==> src/ipv6_lpm_pkg.sv <==
// Shared types, codes and helpers for the IPv6 longest-prefix-match table.
// No dependencies; used by every module under src.
package ipv6_lpm_pkg;

    localparam int unsigned DEF_TABLE_ENTRIES = 256;
    localparam int unsigned DEF_ADDRESS_BITS  = 128;
    localparam int unsigned LEN_W             = 8;
    localparam int unsigned VALUE_W           = 32;
    localparam int unsigned COUNT_W           = 9;
    localparam int unsigned IN_DATA_W         = 176;
    localparam int unsigned OUT_DATA_W        = 48;

    typedef enum logic [1:0] {
        ACT_INSERT = 2'd0,
        ACT_REMOVE = 2'd1,
        ACT_LOOKUP = 2'd2,
        ACT_NONE   = 2'd3
    } action_t;

    typedef enum logic [1:0] {
        ST_OK        = 2'd0,
        ST_BAD_LEN   = 2'd1,
        ST_NOT_FOUND = 2'd2,
        ST_NO_SPACE  = 2'd3
    } status_t;

    typedef enum logic [1:0] {
        S_IDLE,
        S_PASS1,
        S_PASS2,
        S_DONE
    } state_t;

    // Token walking the chain of cells, one cell per cycle
    typedef struct packed {
        logic                 vld;
        logic                 claim;
        action_t              action;
        logic [127:0]         addr;
        logic [LEN_W-1:0]     len;
        logic [VALUE_W-1:0]   value;
        logic                 found;
        logic                 free_seen;
        logic                 hit;
        logic [LEN_W-1:0]     best_len;
        logic [VALUE_W-1:0]   best_val;
    } tok_t;

    // Keep the first len bits (from bit 127 down); len of 128 or more keeps all
    function automatic logic [127:0] pfx_mask(input logic [LEN_W-1:0] len);
        logic [127:0] m;
        m = ~({128{1'b1}} >> len);
        return m;
    endfunction

endpackage

==> src/ipv6_lpm_cell.sv <==
// One prefix slot of the chain: holds prefix, length and value, and updates the
// passing token. Depends on ipv6_lpm_pkg.
module ipv6_lpm_cell
(
    input  logic               clk,
    input  logic               rst_n,
    input  ipv6_lpm_pkg::tok_t tok_in,
    output ipv6_lpm_pkg::tok_t tok_out
);

    logic                                   valid_reg, valid_next;
    logic [127:0]                           pfx_reg;
    logic [ipv6_lpm_pkg::LEN_W-1:0]         len_reg;
    logic [ipv6_lpm_pkg::VALUE_W-1:0]       value_reg, value_next;
    logic                                   wr_slot;
    ipv6_lpm_pkg::tok_t                     tok_reg, tok_next;
    logic                                   vld_reg;
    logic                                   exact;
    logic                                   covers;

    assign exact  = valid_reg && (len_reg == tok_in.len) && (pfx_reg == tok_in.addr);
    assign covers = valid_reg &&
                    ((tok_in.addr & ipv6_lpm_pkg::pfx_mask(len_reg)) == pfx_reg);

    always_comb
    begin
        tok_next   = tok_in;
        valid_next = valid_reg;
        value_next = value_reg;
        wr_slot    = 1'b0;
        if (tok_in.vld)
        begin
            if (tok_in.claim)
            begin
                // second pass: the first free slot takes the new prefix
                if (!valid_reg)
                begin
                    wr_slot        = 1'b1;
                    valid_next     = 1'b1;
                    value_next     = tok_in.value;
                    tok_next.claim = 1'b0;
                    tok_next.found = 1'b1;
                end
            end
            else
            begin
                case (tok_in.action)
                    ipv6_lpm_pkg::ACT_INSERT:
                    begin
                        if (exact)
                        begin
                            value_next     = tok_in.value;
                            tok_next.found = 1'b1;
                        end
                        if (!valid_reg)
                            tok_next.free_seen = 1'b1;
                    end
                    ipv6_lpm_pkg::ACT_REMOVE:
                    begin
                        if (exact)
                        begin
                            valid_next     = 1'b0;
                            tok_next.found = 1'b1;
                        end
                    end
                    ipv6_lpm_pkg::ACT_LOOKUP:
                    begin
                        if (covers && (!tok_in.hit || (len_reg > tok_in.best_len)))
                        begin
                            tok_next.hit      = 1'b1;
                            tok_next.best_len = len_reg;
                            tok_next.best_val = value_reg;
                        end
                    end
                    default:
                    begin
                    end
                endcase
            end
        end
    end

    always_ff @(posedge clk or negedge rst_n)
    begin
        if (!rst_n)
        begin
            valid_reg <= 1'b0;
            vld_reg   <= 1'b0;
        end
        else
        begin
            valid_reg <= valid_next;
            vld_reg   <= tok_next.vld;
        end
    end

    always_ff @(posedge clk)
    begin
        value_reg <= value_next;
        tok_reg   <= tok_next;
        if (wr_slot)
        begin
            pfx_reg <= tok_in.addr;
            len_reg <= tok_in.len;
        end
    end

    // only the valid flag of the token carries a reset
    always_comb
    begin
        tok_out     = tok_reg;
        tok_out.vld = vld_reg;
    end

endmodule

==> config.mk <==
export PLATFORM = sky130hd
export DESIGN_NAME = ipv6_lpm_cell
export DESIGN_NICKNAME = d
export VERILOG_FILES = /design/src/ipv6_lpm_pkg.sv /design/src/ipv6_lpm_cell.sv
export SDC_FILE = /design/constraint.sdc
export NUM_CORES = 1
export LEC_CHECK = 0
export ABC_AREA = 1
export BUFFER_PORTS_ARGS = -buffer_cell sky130_fd_sc_hd__clkbuf_2
export CAP_MARGIN = 20
export CORE_MARGIN = 3
export CORE_UTILIZATION = 44
export CTS_CLUSTER_SIZE = 40
export DETAILED_ROUTE_END_ITERATION = 16
export PLACE_DENSITY = 0.71
export SETUP_SLACK_MARGIN = 0.02
export SLEW_MARGIN = 40
export SYNTH_ARGS = -nofsm -noshare
export SYNTH_HDL_FRONTEND = slang
export SYNTH_SLANG_ARGS = --single-unit
==> constraint.sdc <==
create_clock -name clk -period 6.3 [get_ports clk]
set_clock_uncertainty 0.1 [all_clocks]
set_input_delay 0.315 -clock clk [delete_from_list [all_inputs] [get_ports clk]]
set_output_delay 0.315 -clock clk [all_outputs]
set_load 0.02 [all_outputs]
# --- Word level (Yosys, flattened, before mapping) ---
# Cells that the tools add are included.
word_totals:
  memories: 0
  latch_bits: 0
  mem_bits_rw: 0
  elab_cells: 61
  out_inout_bits: 215
  regBits: 384
  mem_bits_ro: 0
op_classes:
  mux: 23
  n_lt_le_gt_ge: 1
  shift: 1
  div: 0
  n_mul: 0
  addsub: 0
  eq_ne: 6
  bitwise_logic: 2
  n_reduce_logical: 13
ops:
  columns: ["operator", "count"]
  rows:
  - ["equality test 128 bit", 2]
  - ["bitwise AND 128 bit", 1]
  - ["two-way mux 32 bit", 4]
  - ["inverter 128 bit", 1]
  - [">> shifter 128 x 8 -> 128 bit, first input constant", 1]
  - ["two-way mux 41 bit", 2]
  - ["two-way mux 43 bit", 1]
  - ["two-way mux 42 bit", 1]
  - ["two-way mux 1 bit", 15]
  - ["equality test 8 bit", 1]
  - ["> comparator 8 bit", 1]
  - ["nonzero test 2 bit", 3]
  - ["logical AND 1 bit", 4]
  - ["AND reduction 4 bit", 1]
  - ["AND reduction 3 bit", 1]
  - ["equality test 2 x 1 -> 1 bit, second input constant", 1]
  - ["equality test 2 bit, second input constant", 1]
  - ["logical NOT 2 bit", 1]
  - ["!= test 2 bit, second input constant", 1]
  - ["OR reduction 2 bit", 1]
  - ["logical NOT 1 bit", 1]
  - ["logical OR 1 bit", 1]

# --- Longest topological paths before layout ---
depth:
  word_depth: 10
  ltp_mapped: 21
  depth_no_buf: 19

# --- Least setup slack after synthesis ---
# No wires, ideal clock.
synth_path:
  path_kind: "reg-to-reg"
  from: "register valid_reg"
  to: "register len_reg[0] (netlist name), enable pin"
  slack_ns: -0.539
  setup_time_ns: 0.636
  path_stages_with_launch: 2
  arrival_time_ns: 6.103
  synth_period_minus_slack_ns: 6.839
  cell_sequence: "dfrtp_1 > nor2_1"
synth_between:
  elab_chain_cells: 3
synth_lines:
  columns: ["item", "line", "rtl"]
  rows:
  - ["start: declaration", "ipv6_lpm_cell.sv:11", "logic valid_reg, valid_next;"]
  - ["start signal: assignment", "ipv6_lpm_cell.sv:92", "valid_reg <= valid_next;"]
  - ["two-way mux 1 bit", "ipv6_lpm_cell.sv:36", "if (!valid_reg)"]
  - ["two-way mux 1 bit", "ipv6_lpm_cell.sv:33", "if (tok_in.claim)"]
  - ["two-way mux 1 bit", "ipv6_lpm_cell.sv:31", "if (tok_in.vld)"]
  - ["net wr_slot", "ipv6_lpm_cell.sv:15", "logic wr_slot;"]
  - ["end signal: assignment", "ipv6_lpm_cell.sv:104", "len_reg <= tok_in.len;"]
  - ["end: declaration", "ipv6_lpm_cell.sv:13", "logic [ipv6_lpm_pkg::LEN_W-1:0] len_reg;"]
# The timed path passes the listed nets, and every way through them passes these cells.
# A chain may end at the register's enable or synchronous reset.

==> impl_metrics.py <==
metrics = {
    "setup_path": {
        "slowest_delay_ns": 0.92,
        "endpoint_kind": "flip-flop",
        "crit_type": "flip-flop to flip-flop",
        "crit_end": "tok_out[33]",
        "startpoint": "len_reg[2]",
        "rrSetupSlack_ns": 2.08,
        "worstRegToRegCells": 17,
        "cp.required_ns": 6.71,
        "path_max_fanout": 23,
        "critPathMostFrequentCell": "nand2_1",
        "r2r_end": "tok_out[33]",
        "cp_cell_sequence": "nand2_2 > nor2_1 > nor2_1 > nand2_1 > nand2_1 > inv_1 > nand2_1 > nor2_1 > nand2_1 > nor2_1 > nand2_1 > nor2_1 > nand3_2 > nor2_4 > buf_16 > nand3_1 > nand2_1",
        "startpoint_type": "flip-flop",
        "critPathArrivalTime_ns": 4.63,
        "r2r-start": "len_reg[2]",
        "critPathSlowestCell": "edfxtp_1",
    },
    "grt": {
        "grt_pass1_vias": 16700,
        "globalRouteOverflowTotal": 0,
        "gr-usage-all-layers": 0.341,
        "grt_max_degree": 69,
        "grt_pass1_wl_mm": 104,
        "antenna_found_initial": 1,
    },
    "die": {
        "die_x_um": 201,
        "start_util": 0.450,
        "dieHeight_um": 201,
        "core_um2": 37000,
        "row_count": 70,
        "design.die.area_um2": 40200,
        "top_level_ports": 432,
    },
    "drt": {
        "viasPerCell": 5.20,
        "post_drt_wl_per_cell_um": 22.0,
        "wl_mm": 70.5,
        "drc": 0,
        "via_count": 16700,
        "first_pass_iters": 8,
        "drt_first_iter_violations": 1807,
        "ant_nets": 0,
    },
    "sta": {
        "fin_setup_tns_ns": 0,
        "period_share": 0.670,
        "finalSetupViolations": 0,
        "fmax_mhz": 237,
        "final.min_clock_period_ns": 4.22,
        "finalMaxSlewViolations": 0,
        "tightestPinTransition_ns": 0.963,
        "slew_headroom": 0.352,
        "rsz0062_at_grt": "false",
        "finalHoldViolations": 0,
    },
    "cells_and_area": {
        "area_growth_syn_to_layout_pct": 37.5,
        "fin_nets": 2898,
        "final_design_area_no_fill_um2": 22900,
        "instances_no_fill": 3210,
        "largest_reg_flops": 214,
        "fillers": 3136,
        "drive_above_1_share": 0.212,
        "post-route-util": 0.619,
    },
    "clocking": {
        "cts-root-buf": "clkbuf_16",
        "holdBufCountCts": 219,
        "post_cts_resized": 0,
        "clkSinkCount": 384,
        "cts.htree.levels": 2,
        "clock_latency_ns": 0.58,
        "cts_buffers": 40,
        "cts_tree": "built",
        "clk_pin_slew_ns": 0.07,
        "clockBufferDepth": 3,
        "cts_setup_buffers": 0,
    },
    "worst_hold_path": {
        "hold_path.class": "input port to flip-flop",
        "whs_path_depth": 2,
    },
    "status": {
        "outcome": "finished clean",
    },
    "place": {
        "place_area_um2": 19300,
        "routabilityCongestion": 1.03,
        "hpwlAfterDp_mm": 52.9,
        "port_buffers": 431,
        "place_inst": 2915,
    },
    "yosys": {
        "synth_nets": 2232,
        "syn_area_um2": 16600,
        "avgSynthCellArea_um2": 8.29,
        "netlist_instances": 2007,
        "yosysSeqAreaShare": 0.563,
        "synth_edf_count": 168,
        "ys_ff_latch": 384,
        "ys.flop_type": "dfxtp_1",
        "async_flop_share": 0.00521,
        "yosys_warnings": 0,
        "synth.distinct_cells": 39,
    },
    "power_and_ir_drop": {
        "power_leakage_nw": 11.2,
        "ir_drop_mv": 0.250,
        "total_power_mw": 5.68,
        "p_per_area_nw_per_um2": 248,
    },
    "flow_run": {
        "drv_cap": 0,
    },
}
[per-stage QoR]
step / setup slack (ns) / hold slack (ns)
floorplan: 1.77 / -0.0806
global route: 2.00 / 0.310
global placement: 1.95 / 0.00912
detailed placement: 2.02 / 0.00933
finish: 2.08 / 0.309
CTS: 2.01 / 0.278
[area by class of cell]
| cell class | instances | area (um^2) | share of cell area |
|---|---|---|---|
| sequential | 384 | 9380 | 0.410 |
| multi-input combinational | 1340 | 6070 | 0.265 |
| timing repair buffer | 665 | 4550 | 0.199 |
| clock buffer | 51 | 1120 | 0.0491 |
| inverter | 242 | 908 | 0.0397 |
| tap | 504 | 631 | 0.0275 |
| clock inverter | 23 | 225 | 0.00984 |
| antenna | 1 | 2.50 | 0.000109 |
[worst min path at each step]
stage	start	end	slack, ns
global route	tok_in[72]	tok_out[72]	0.31
detailed placement	rst_n	vld_reg	0.009
finish	tok_in[55]	tok_out[55]	0.31
global placement	rst_n	vld_reg	0.009
CTS	tok_in[53]	tok_out[53]	0.28
floorplan	rst_n	valid_reg	-0.08
[cell usage in the layout, fill, tap and decap left out, drive strengths merged, types with 3 or more instances in the layout]
master and instances:
xor2 20, nor2 224, nor3 7, nand2 714, dfxtp 214, o22ai 22
ha 8, or2 12, nand3 184, inv 245, o21ai 45, o2111ai 4
clkinvlp 3, buf 15, nand3b 16, nor4 15, dlygate4sd3 219, a21oi 16
nand4 34, clkbuf 482, edfxtp 168, xnor2 7, clkinv 15
[power by group]
part / switching, mW / total (mW) / internal, mW
Sequential: 0.0236 / 2.69 / 2.67
Clock: 1.04 / 2.41 / 1.37
Combinational: 0.336 / 0.572 / 0.236
Total: 1.40 / 5.68 / 4.28
[critical path: cells and delay by family (launching register included)]
kind / cells / cell delay (ns)
DFF: 1 / 0.92
buffers and inverters: 2 / 0.28
and+or+nand+nor: 15 / 2.85
[layer usage]
metal	part of all wire	vias up	global-route usage
li1	-	7770	-
met1	0.39	7851	0.435
met2	0.48	912	0.573
met3	0.087	171	0.0676
met4	0.041	0	0.131
met5	0	-	0
[cells by family after synthesis]
group,Yosys count,share of synthesized area
simple gates,1210,0.309
flops,384,0.563
buf+inv,283,0.0743
compound gates,95,0.0326
xor+xnor,27,0.0142
fa+ha+maj,8,0.00601
[Yosys cell counts, drive strengths merged, types with 3 or more instances]
library cell	count	area, um^2
a21oi	16	80.1
buf	41	328
clkinv	3	11.3
dfxtp	214	4280
edfxtp	168	5040
ha	8	100
inv	239	897
nand2	714	2740
nand3	184	953
nand3b	16	120
nand4	34	213
nor2	224	891
nor3	7	35.0
nor4	15	93.8
o2111ai	4	35.0
o21ai	45	229
o22ai	22	138
or2	12	75.1
xnor2	7	61.3
xor2	20	175
Power figures use the tool's default switching activity.
