==> src/ipv6_lpm_pkg.sv <==
// Shared types, codes and helpers for the IPv6 longest-prefix-match table.
// No dependencies; used by every module under src.
package ipv6_lpm_pkg;

    localparam int unsigned DEF_TABLE_ENTRIES = 256;
    localparam int unsigned DEF_ADDRESS_BITS  = 128;
    localparam int unsigned LEN_W             = 8;
    localparam int unsigned VALUE_W           = 32;
    localparam int unsigned COUNT_W           = 9;
    localparam int unsigned IN_DATA_W         = 176;
    localparam int unsigned OUT_DATA_W        = 48;

    typedef enum logic [1:0] {
        ACT_INSERT = 2'd0,
        ACT_REMOVE = 2'd1,
        ACT_LOOKUP = 2'd2,
        ACT_NONE   = 2'd3
    } action_t;

    typedef enum logic [1:0] {
        ST_OK        = 2'd0,
        ST_BAD_LEN   = 2'd1,
        ST_NOT_FOUND = 2'd2,
        ST_NO_SPACE  = 2'd3
    } status_t;

    typedef enum logic [1:0] {
        S_IDLE,
        S_PASS1,
        S_PASS2,
        S_DONE
    } state_t;

    // Token walking the chain of cells, one cell per cycle
    typedef struct packed {
        logic                 vld;
        logic                 claim;
        action_t              action;
        logic [127:0]         addr;
        logic [LEN_W-1:0]     len;
        logic [VALUE_W-1:0]   value;
        logic                 found;
        logic                 free_seen;
        logic                 hit;
        logic [LEN_W-1:0]     best_len;
        logic [VALUE_W-1:0]   best_val;
    } tok_t;

    // Keep the first len bits (from bit 127 down); len of 128 or more keeps all
    function automatic logic [127:0] pfx_mask(input logic [LEN_W-1:0] len);
        logic [127:0] m;
        m = ~({128{1'b1}} >> len);
        return m;
    endfunction

endpackage

==> src/ipv6_lpm_ctrl.sv <==
// Sequencer for the prefix table: accepts a transaction, sends tokens down the
// cell chain, keeps the prefix count and holds the result. Depends on ipv6_lpm_pkg.
module ipv6_lpm_ctrl
#(
    parameter int unsigned TABLE_ENTRIES = ipv6_lpm_pkg::DEF_TABLE_ENTRIES
)
(
    input  logic                                    clk,
    input  logic                                    rst_n,
    input  logic                                    s_tvalid,
    output logic                                    s_tready,
    input  logic [ipv6_lpm_pkg::IN_DATA_W-1:0]      s_tdata,
    output logic                                    m_tvalid,
    input  logic                                    m_tready,
    output logic [ipv6_lpm_pkg::OUT_DATA_W-1:0]     m_tdata,
    output ipv6_lpm_pkg::tok_t                      inject,
    input  ipv6_lpm_pkg::tok_t                      chain_out
);

    localparam int unsigned CW = $clog2(TABLE_ENTRIES + 1);

    ipv6_lpm_pkg::state_t                       state_reg, state_next;
    ipv6_lpm_pkg::tok_t                         tok_reg, tok_next;
    logic                                       tok_vld_reg;
    logic [CW-1:0]                              count_reg, count_next;
    ipv6_lpm_pkg::status_t                      st_reg, st_next;
    logic                                       hit_reg, hit_next;
    logic [ipv6_lpm_pkg::VALUE_W-1:0]           fv_reg, fv_next;
    logic                                       mv_reg, mv_next;
    logic [ipv6_lpm_pkg::OUT_DATA_W-1:0]        md_reg, md_next;
    logic [CW+8:0]                              count_ext;

    ipv6_lpm_pkg::action_t                      in_act;
    logic [127:0]                               in_addr;
    logic [ipv6_lpm_pkg::LEN_W-1:0]             in_len;
    logic                                       in_rw;
    logic                                       bad_len;
    logic                                       accept;
    logic                                       out_free;

    assign in_act   = ipv6_lpm_pkg::action_t'(s_tdata[1:0]);
    assign in_addr  = {s_tdata[65:2], s_tdata[129:66]};
    assign in_len   = s_tdata[137:130];
    assign in_rw    = (in_act == ipv6_lpm_pkg::ACT_INSERT) ||
                      (in_act == ipv6_lpm_pkg::ACT_REMOVE);
    assign bad_len  = in_len > 8'd128;
    assign s_tready = (state_reg == ipv6_lpm_pkg::S_IDLE);
    assign accept   = s_tvalid && s_tready;
    assign out_free = !mv_reg || m_tready;
    assign count_ext = {9'd0, count_reg};

    always_comb
    begin
        state_next = state_reg;
        unique case (state_reg)
            ipv6_lpm_pkg::S_IDLE:
                if (accept)
                    state_next = (in_rw && bad_len) || (in_act == ipv6_lpm_pkg::ACT_NONE) ?
                                 ipv6_lpm_pkg::S_DONE : ipv6_lpm_pkg::S_PASS1;
            ipv6_lpm_pkg::S_PASS1:
                if (chain_out.vld)
                    state_next = (chain_out.action == ipv6_lpm_pkg::ACT_INSERT) &&
                                 !chain_out.found && chain_out.free_seen ?
                                 ipv6_lpm_pkg::S_PASS2 : ipv6_lpm_pkg::S_DONE;
            ipv6_lpm_pkg::S_PASS2:
                if (chain_out.vld)
                    state_next = ipv6_lpm_pkg::S_DONE;
            ipv6_lpm_pkg::S_DONE:
                if (out_free)
                    state_next = ipv6_lpm_pkg::S_IDLE;
            default:
                state_next = ipv6_lpm_pkg::S_IDLE;
        endcase
    end

    always_comb
    begin
        tok_next     = tok_reg;
        tok_next.vld = 1'b0;
        count_next   = count_reg;
        st_next      = st_reg;
        hit_next     = hit_reg;
        fv_next      = fv_reg;
        mv_next      = mv_reg && !m_tready;
        md_next      = md_reg;
        unique case (state_reg)
            ipv6_lpm_pkg::S_IDLE:
            begin
                st_next  = bad_len && in_rw ? ipv6_lpm_pkg::ST_BAD_LEN : ipv6_lpm_pkg::ST_OK;
                hit_next = 1'b0;
                fv_next  = '0;
                if (accept)
                begin
                    tok_next.vld       = !(in_rw && bad_len) &&
                                         (in_act != ipv6_lpm_pkg::ACT_NONE);
                    tok_next.claim     = 1'b0;
                    tok_next.action    = in_act;
                    tok_next.addr      = in_rw ? in_addr & ipv6_lpm_pkg::pfx_mask(in_len)
                                               : in_addr;
                    tok_next.len       = in_len;
                    tok_next.value     = s_tdata[169:138];
                    tok_next.found     = 1'b0;
                    tok_next.free_seen = 1'b0;
                    tok_next.hit       = 1'b0;
                    tok_next.best_len  = '0;
                    tok_next.best_val  = '0;
                end
            end
            ipv6_lpm_pkg::S_PASS1:
            begin
                if (chain_out.vld)
                begin
                    case (chain_out.action)
                        ipv6_lpm_pkg::ACT_INSERT:
                        begin
                            if (!chain_out.found && chain_out.free_seen)
                            begin
                                tok_next       = chain_out;
                                tok_next.claim = 1'b1;
                            end
                            else if (!chain_out.found)
                                st_next = ipv6_lpm_pkg::ST_NO_SPACE;
                        end
                        ipv6_lpm_pkg::ACT_REMOVE:
                        begin
                            if (chain_out.found)
                                count_next = count_reg - CW'(1);
                            else
                                st_next = ipv6_lpm_pkg::ST_NOT_FOUND;
                        end
                        default:
                        begin
                            hit_next = chain_out.hit;
                            fv_next  = chain_out.hit ? chain_out.best_val : '0;
                        end
                    endcase
                end
            end
            ipv6_lpm_pkg::S_PASS2:
            begin
                if (chain_out.vld)
                    count_next = count_reg + CW'(1);
            end
            ipv6_lpm_pkg::S_DONE:
            begin
                if (out_free)
                begin
                    mv_next = 1'b1;
                    md_next = {4'd0, count_ext[8:0], fv_reg, hit_reg, st_reg};
                end
            end
            default:
            begin
            end
        endcase
    end

    always_ff @(posedge clk or negedge rst_n)
    begin
        if (!rst_n)
        begin
            state_reg   <= ipv6_lpm_pkg::S_IDLE;
            count_reg   <= '0;
            mv_reg      <= 1'b0;
            tok_vld_reg <= 1'b0;
        end
        else
        begin
            state_reg   <= state_next;
            count_reg   <= count_next;
            mv_reg      <= mv_next;
            tok_vld_reg <= tok_next.vld;
        end
    end

    always_ff @(posedge clk)
    begin
        tok_reg <= tok_next;
        st_reg  <= st_next;
        hit_reg <= hit_next;
        fv_reg  <= fv_next;
        md_reg  <= md_next;
    end

    // only the valid flag of the injected token carries a reset
    always_comb
    begin
        inject     = tok_reg;
        inject.vld = tok_vld_reg;
    end

    assign m_tvalid = mv_reg;
    assign m_tdata  = md_reg;

`ifndef ASSERT_OFF
    a_count_max: assert property (@(posedge clk) disable iff (!rst_n)
        count_reg <= CW'(TABLE_ENTRIES))
        else $error("prefix count above table size");
    a_exit_busy: assert property (@(posedge clk) disable iff (!rst_n)
        chain_out.vld |-> (state_reg == ipv6_lpm_pkg::S_PASS1 ||
                           state_reg == ipv6_lpm_pkg::S_PASS2))
        else $error("token left chain while idle");
    a_pass2_claim: assert property (@(posedge clk) disable iff (!rst_n)
        (state_reg == ipv6_lpm_pkg::S_PASS2 && chain_out.vld) |-> !chain_out.claim)
        else $error("claim token found no free slot");
`endif

endmodule

==> config.mk <==
export PLATFORM = sky130hd
export DESIGN_NAME = ipv6_lpm_ctrl
export DESIGN_NICKNAME = d
export VERILOG_FILES = /design/src/ipv6_lpm_pkg.sv /design/src/ipv6_lpm_ctrl.sv
export SDC_FILE = /design/constraint.sdc
export NUM_CORES = 1
export LEC_CHECK = 0
export ABC_AREA = 1
export BUFFER_PORTS_ARGS = -buffer_cell sky130_fd_sc_hd__buf_2
export CORE_AREA = 2 2 258 260
export DETAILED_ROUTE_END_ITERATION = 10
export DIE_AREA = 0 0 260 262
export HOLD_SLACK_MARGIN = 0.15
export SKIP_LAST_GASP = 1
export SLEW_MARGIN = 15
export SYNTH_ARGS = -nofsm -noshare
export SYNTH_HDL_FRONTEND = slang
export SYNTH_SLANG_ARGS = --single-unit
==> constraint.sdc <==
create_clock -name clk -period 18.2 [get_ports clk]
set_clock_uncertainty 0.1 [all_clocks]
set_input_delay 0.91 -clock clk [delete_from_list [all_inputs] [get_ports clk]]
set_output_delay 0.91 -clock clk [all_outputs]
set_load 0.05 [all_outputs]
* Word level (Yosys, flattened, before mapping)
Cells that the tools add are included.
** Word-level totals
- Register bits :: 306
- Latch bits :: 0
- Bits in writable memories :: 0
- Bits in read-only memories :: 0
- Bits of input ports :: 395
- Output and inout bits :: 265
- Logic and storage cells :: 104
- Memories :: 0
** Cells by class
- Add/subtract/negate cells :: 2
- Multiply operators :: 0
- Divide/modulo/power cells :: 0
- Order comparisons :: 1
- Equality and inequality tests :: 20
- Shifts and indexed selects :: 1
- Mux-type cells :: 34
- Bitwise logic cells :: 2
- Reductions and logical operators :: 26
** Operator list (count)
- two-way mux 215 bit :: 4
- case mux 215 bit (2 select lines) :: 1
- bitwise AND 128 bit :: 1
- two-way mux 128 bit :: 1
- inverter 128 bit :: 1
- right shift 128 x 8 -> 128 bit, first input constant :: 1
- two-way mux 32 bit :: 3
- case mux 32 bit (2 select lines) :: 1
- two-way mux 9 bit :: 4
- two-way mux 2 bit :: 9
- != test 2 bit, second input constant :: 9
- case mux 9 bit (2 select lines) :: 1
- != test 3 bit, second input constant :: 4
- AND reduction 5 bit :: 2
- adder 9 x 1 -> 9 bit, second input constant :: 1
- subtractor 9 x 1 -> 9 bit, second input constant :: 1
- > comparator 8 bit, second input constant :: 1
- case mux 2 bit (2 select lines) :: 2
- case mux 2 bit (4 select lines) :: 1
- logical AND 1 bit :: 7
- == test 2 x 1 -> 1 bit, second input constant :: 3
- == test 2 bit, second input constant :: 3
- zero test 2 bit :: 3
- two-way mux 1 bit :: 6
- 10 further kinds :: 16

* Depth between registers and ports, before layout
- Word-level depth :: 7
- Gate-level depth with buffers :: 13
- Mapped depth without buffers :: 13

* Worst setup path before layout
OpenSTA, ideal clock, no wires.
- Path type :: flip-flop to flip-flop
- Start point :: register state_reg[1]
- End point :: register tok_reg, in the netlist inject[0] (enable)
- Library setup time :: 1.050 ns
- Arrival time :: 15.798 ns
- Data required time :: 17.050 ns
- Setup slack :: 1.252 ns
- Stages on the path, launching flop included :: 5
- Buffers on the path :: 0
- Clock period less this slack :: 16.948 ns
- Cells stage by stage :: dfrtp_1 inv_1 ha_1 o21ai_0 nor3_1
** Between the ends
- Longest elaborated chain between the ends :: 4
- Elaborated cells between the ends (all ways) :: 9
- Those cells by class :: eq/ne: 5; reduce/logical: 4
** Ends and longest elaborated chain
- from (decl) :: RTL line ipv6_lpm_ctrl.sv:22 : ipv6_lpm_pkg::state_t state_reg, state_next;
- from (signal assigned) :: RTL line ipv6_lpm_ctrl.sv:162 : state_reg <= ipv6_lpm_pkg::S_IDLE;
- from (signal assigned) :: RTL line ipv6_lpm_ctrl.sv:169 : state_reg <= state_next;
- zero test 2 bit (*) :: RTL line ipv6_lpm_ctrl.sv:47 : assign s_tready = (state_reg == ipv6_lpm_pkg::S_IDLE);
- named net s_tready :: RTL line ipv6_lpm_ctrl.sv:11 : output logic s_tready,
- logical AND 1 bit :: RTL line ipv6_lpm_ctrl.sv:48 : assign accept = s_tvalid && s_tready;
- != test 2 x 1 -> 1 bit (no source line)
- AND reduction 5 bit (no source line) (*)
- to (signal assigned) :: RTL line ipv6_lpm_ctrl.sv:178 : tok_reg <= tok_next;
- to (decl) :: RTL line ipv6_lpm_ctrl.sv:23 : ipv6_lpm_pkg::tok_t tok_reg, tok_next;
The timed path passes the listed nets; every way through them passes the cells marked *.
A chain may end at the register's enable or synchronous reset.

==> flow_summary.json <==
{
  "cp.depth": 8,
  "yosys_warnings": 0,
  "post_synth_xor_area_fraction_pct": 0.323,
  "worst_min_delay_path_category": "in2async",
  "drt_pass1_iterations": 6,
  "global_route_total_usage_across_every_layer_pct": 17.3,
  "syn_avg_cell_area_um2": 10.2,
  "cell_variety_after_synth": 31,
  "detail_route.vias_per_cell": 4.22,
  "worst_setup_hold_path_clk_slew_ps": 60,
  "yosys_register_bits": 306,
  "drt-initial-drc-count": 1013,
  "holdBufCountCts": 0,
  "timing.setup.critical_path_class": "in2reg",
  "fin_tns_setup_ps": 0,
  "yosys-mux-area-fraction_pct": 0,
  "drcViolationCount": 0,
  "maxClockFrequency_mhz": 243,
  "reg2reg_setup_slack_ps": 14680,
  "num_vias": 12129,
  "synth_enable_flop_cells": 293,
  "gr-total-overflow": 0,
  "final_net_count": 2379,
  "area_growth_pct": 39.9,
  "multi_input_comb_area_um2": 3820,
  "nFillCells": 6955,
  "maxSlewHeadroom_pct": 0.358,
  "fin_crit_sh_pct": 22.6,
  "unrepaired_setup_endpoints_after_global_routing": "false",
  "detail_route.wl_per_cell_um": 21.6,
  "timing_endpoint_of_the_critical_path": "inject[188]$_DFFE_PP_",
  "seq_area_frac_synth_pct": 67.2,
  "worst_flop_to_flop_path_endpoint": "inject[152]$_DFFE_PP_",
  "p_per_area_nw_per_um2": 199,
  "critPathCaptureType": "flop",
  "clock-sinks": 306,
  "ctsHtreeMaxLevel": 2,
  "reg2reg_depth": 8,
  "postRouteWirelength_um": 62200,
  "seqCellArea_um2": 9120,
  "floorplan.die_area_um2": 68100,
  "synth-async-reset-ratio_pct": 4.25,
  "worst_path_largest_cell_delay_ps": 850,
  "synth-main-ff-cell": "edfxtp_1",
  "outcome": "finished, final reports clean",
  "regToRegStartpoint": "state_reg[1]$_DFFE_PN0P_",
  "worst_slew_pin_slew_ps": 1490,
  "path_cells": "buf_2 > nor2_4 > buf_4 > nand2_2 > inv_1 > nand2_2 > a21oi_1 > o21ai_0",
  "final-max-slew-violation-count": 0,
  "std_cell_rows": 94,
  "number_of_antenna_violations_at_the_first_check_in_global_routing": 27,
  "place.detailed.hpwl_um": 47900,
  "placer_congestion_estimate": 0.822,
  "vias_in_the_first_global_route": 11660,
  "floorplan.core_area_um2": 65300,
  "syn-instance-count": 1328,
  "port_buffers": 648,
  "timing.max_cap.violations": 0,
  "dpl.cell_count": 2796,
  "cp_top_family": "buffers and inverters",
  "largest_register_ffs": 214,
  "vdd.ir_drop.worst_uv": 149,
  "critical_path_peak_fanout": 21,
  "timing.critical_path.arrival_ps": 4280,
  "clk_latency_ps": 540,
  "setup.worst_path.start_class": "input port",
  "drive_gt1_share_pct": 36.6,
  "cpMaxStageDelayCell": "inv_1",
  "synthTopCellsByArea": "edfxtp_1 65%, nand2_1 14%, nand3_1 3.0%",
  "synthDominantAreaCellType": "edfxtp_1",
  "post_synth_and_or_nand_nor_area_fraction_pct": 20.8,
  "floorplan.die.width_um": 260,
  "post-route-min-period_ps": 4110,
  "cts-root-to-sink-buffers": 3,
  "post-route-util_pct": 29.1,
  "ioPinCount": 660,
  "postCtsResizedCells": 0,
  "final_hold_viol_count": 0,
  "postPlaceCellArea_um2": 17800,
  "crit_path_start": "s_tdata[1]",
  "maximum_number_of_pins_on_one_net_before_global_route_repair": 170,
  "post_cts_buffers": 0,
  "post_layout_nonfiller_instances": 2876,
  "worst_slack_ps": 14090,
  "synth_top_cell_area_share_pct": 64.8,
  "netlist_area_um2": 13600,
  "dp_slack_ps": 13450,
  "grt_first_pass_wirelength_um": 83500,
  "share_of_the_synthesized_area_in_compound_gates_ao_oa_aoi_oai_pct": 5.39,
  "timing.critical_path.buf_inv": 3,
  "numCtsBuffers": 37,
  "route.antenna.remaining_nets": 0,
  "synth_top_family_by_area": "simple AND/OR/NAND/NOR gates",
  "synth.most_common_cell": "nand2_1",
  "finalSetupViolCount": 0,
  "start_util_pct": 20.8,
  "clockRootBuffer": "clkbuf_16",
  "synth-adder-area-share_pct": 1.16,
  "static-leakage-power_nw": 8.91,
  "tritoncts": "built",
  "cp_data_required_time_ps": 18370,
  "library_cell_appearing_most_often_on_the_critical_path": "nand2_2",
  "die_height_um": 262,
  "top_post_synthesis_cells_by_count": "511 x nand2_1, 293 x edfxtp_1, 103 x nor2_1",
  "design_area_um2": 19000
}
==> area by class of cell <==
type / count / area share [%]
Clock inverter: 23 / 0.784
Tap cell: 864 / 5.70
Inverter: 101 / 2.01
Antenna cell: 11 / 0.145
Multi-Input combinational cell: 863 / 20.1
Timing Repair Buffer: 663 / 17.9
Clock buffer: 45 / 5.26
Sequential cell: 306 / 48.1
==> cell families (layout without fill, tap and decap cells) <==
logic type | count (synthesis) | after routing
fa+ha+maj | 12 | 12
simple gates | 712 | 712
buf+inv | 163 | 832
xor+xnor | 5 | 5
compound gates | 129 | 129
other cells | 1 | 16
flops | 306 | 306
==> metrics by stage <==
step | total power, mW | hold WS (ps)
after floorplan | 2.74 | 300
after global placement | 3.08 | 300
after detailed placement | 3.09 | 305
after CTS | 3.82 | 154
after global routing | 3.97 | 165
final | 3.79 | 178
==> layer usage <==
layer  part of all wire, %  wire [um]  up-vias  global-route usage, %
met4                   2.6       1650        8                   5.86
met2                    49      30200      650                   29.3
met3                    10       6280       89                   5.87
met5                 0.071         44        -                      0
met1                    39      24000     5638                   20.7
li1                      -          -     5744                      -
==> report_power, final <==
group | switching (mW) | internal (mW)
clock | 0.309 | 0.407
combinational | 1.44 | 0.321
sequential | 0.0899 | 1.22
==> cell usage in the layout, fill, tap and decap left out, types with 2 or more instances in the layout <==
cell / n
clkbuf_1: 6
a31oi_1: 2
nor2_2: 3
or2_2: 2
clkinv_1: 11
nand2_2: 3
nor3_1: 3
clkbuf_16: 39
inv_1: 96
nand2_1: 511
edfxtp_1: 293
conb_1: 5
o211ai_1: 32
ha_1: 11
diode_2: 11
nand4_1: 2
o21ai_0: 72
xnor2_1: 4
o21ai_1: 4
a21oi_1: 16
clkinv_2: 6
buf_12: 2
a21oi_4: 2
buf_4: 12
inv_6: 3
clkinv_4: 2
dfrtp_1: 13
nand3b_1: 2
nor2_1: 100
buf_2: 648
nand3_1: 82
inv_2: 3
==> how the worst min path moves through the flow <==
stage | end | from | slack, ps | cells after the start
floorplan | m_tdata[0]$_DFFE_PP_ | st_reg[0]$_DFFE_PP_ | 300 | 0
CTS | m_tvalid$_DFF_PN0_ | rst_n | 150 | 1
global route | count_reg[4]$_DFFE_PN0P_ | rst_n | 160 | 1
finish | count_reg[4]$_DFFE_PN0P_ | rst_n | 180 | 1
global placement | m_tdata[27]$_DFFE_PP_ | fv_reg[24]$_SDFFCE_PN0P_ | 300 | 0
detailed placement | m_tdata[32]$_DFFE_PP_ | fv_reg[29]$_SDFFCE_PN0P_ | 300 | 0
==> worst register-to-register path: cells and delay by family (launching register included) <==
kind	cells	cell delay [ps]
AOI/OAI and AO/OA	2	900
and+or+nand+nor	1	80
adders and majority gates	1	280
DFF	1	410
buffers and inverters	4	1600
(Power assumes the default switching activity.)
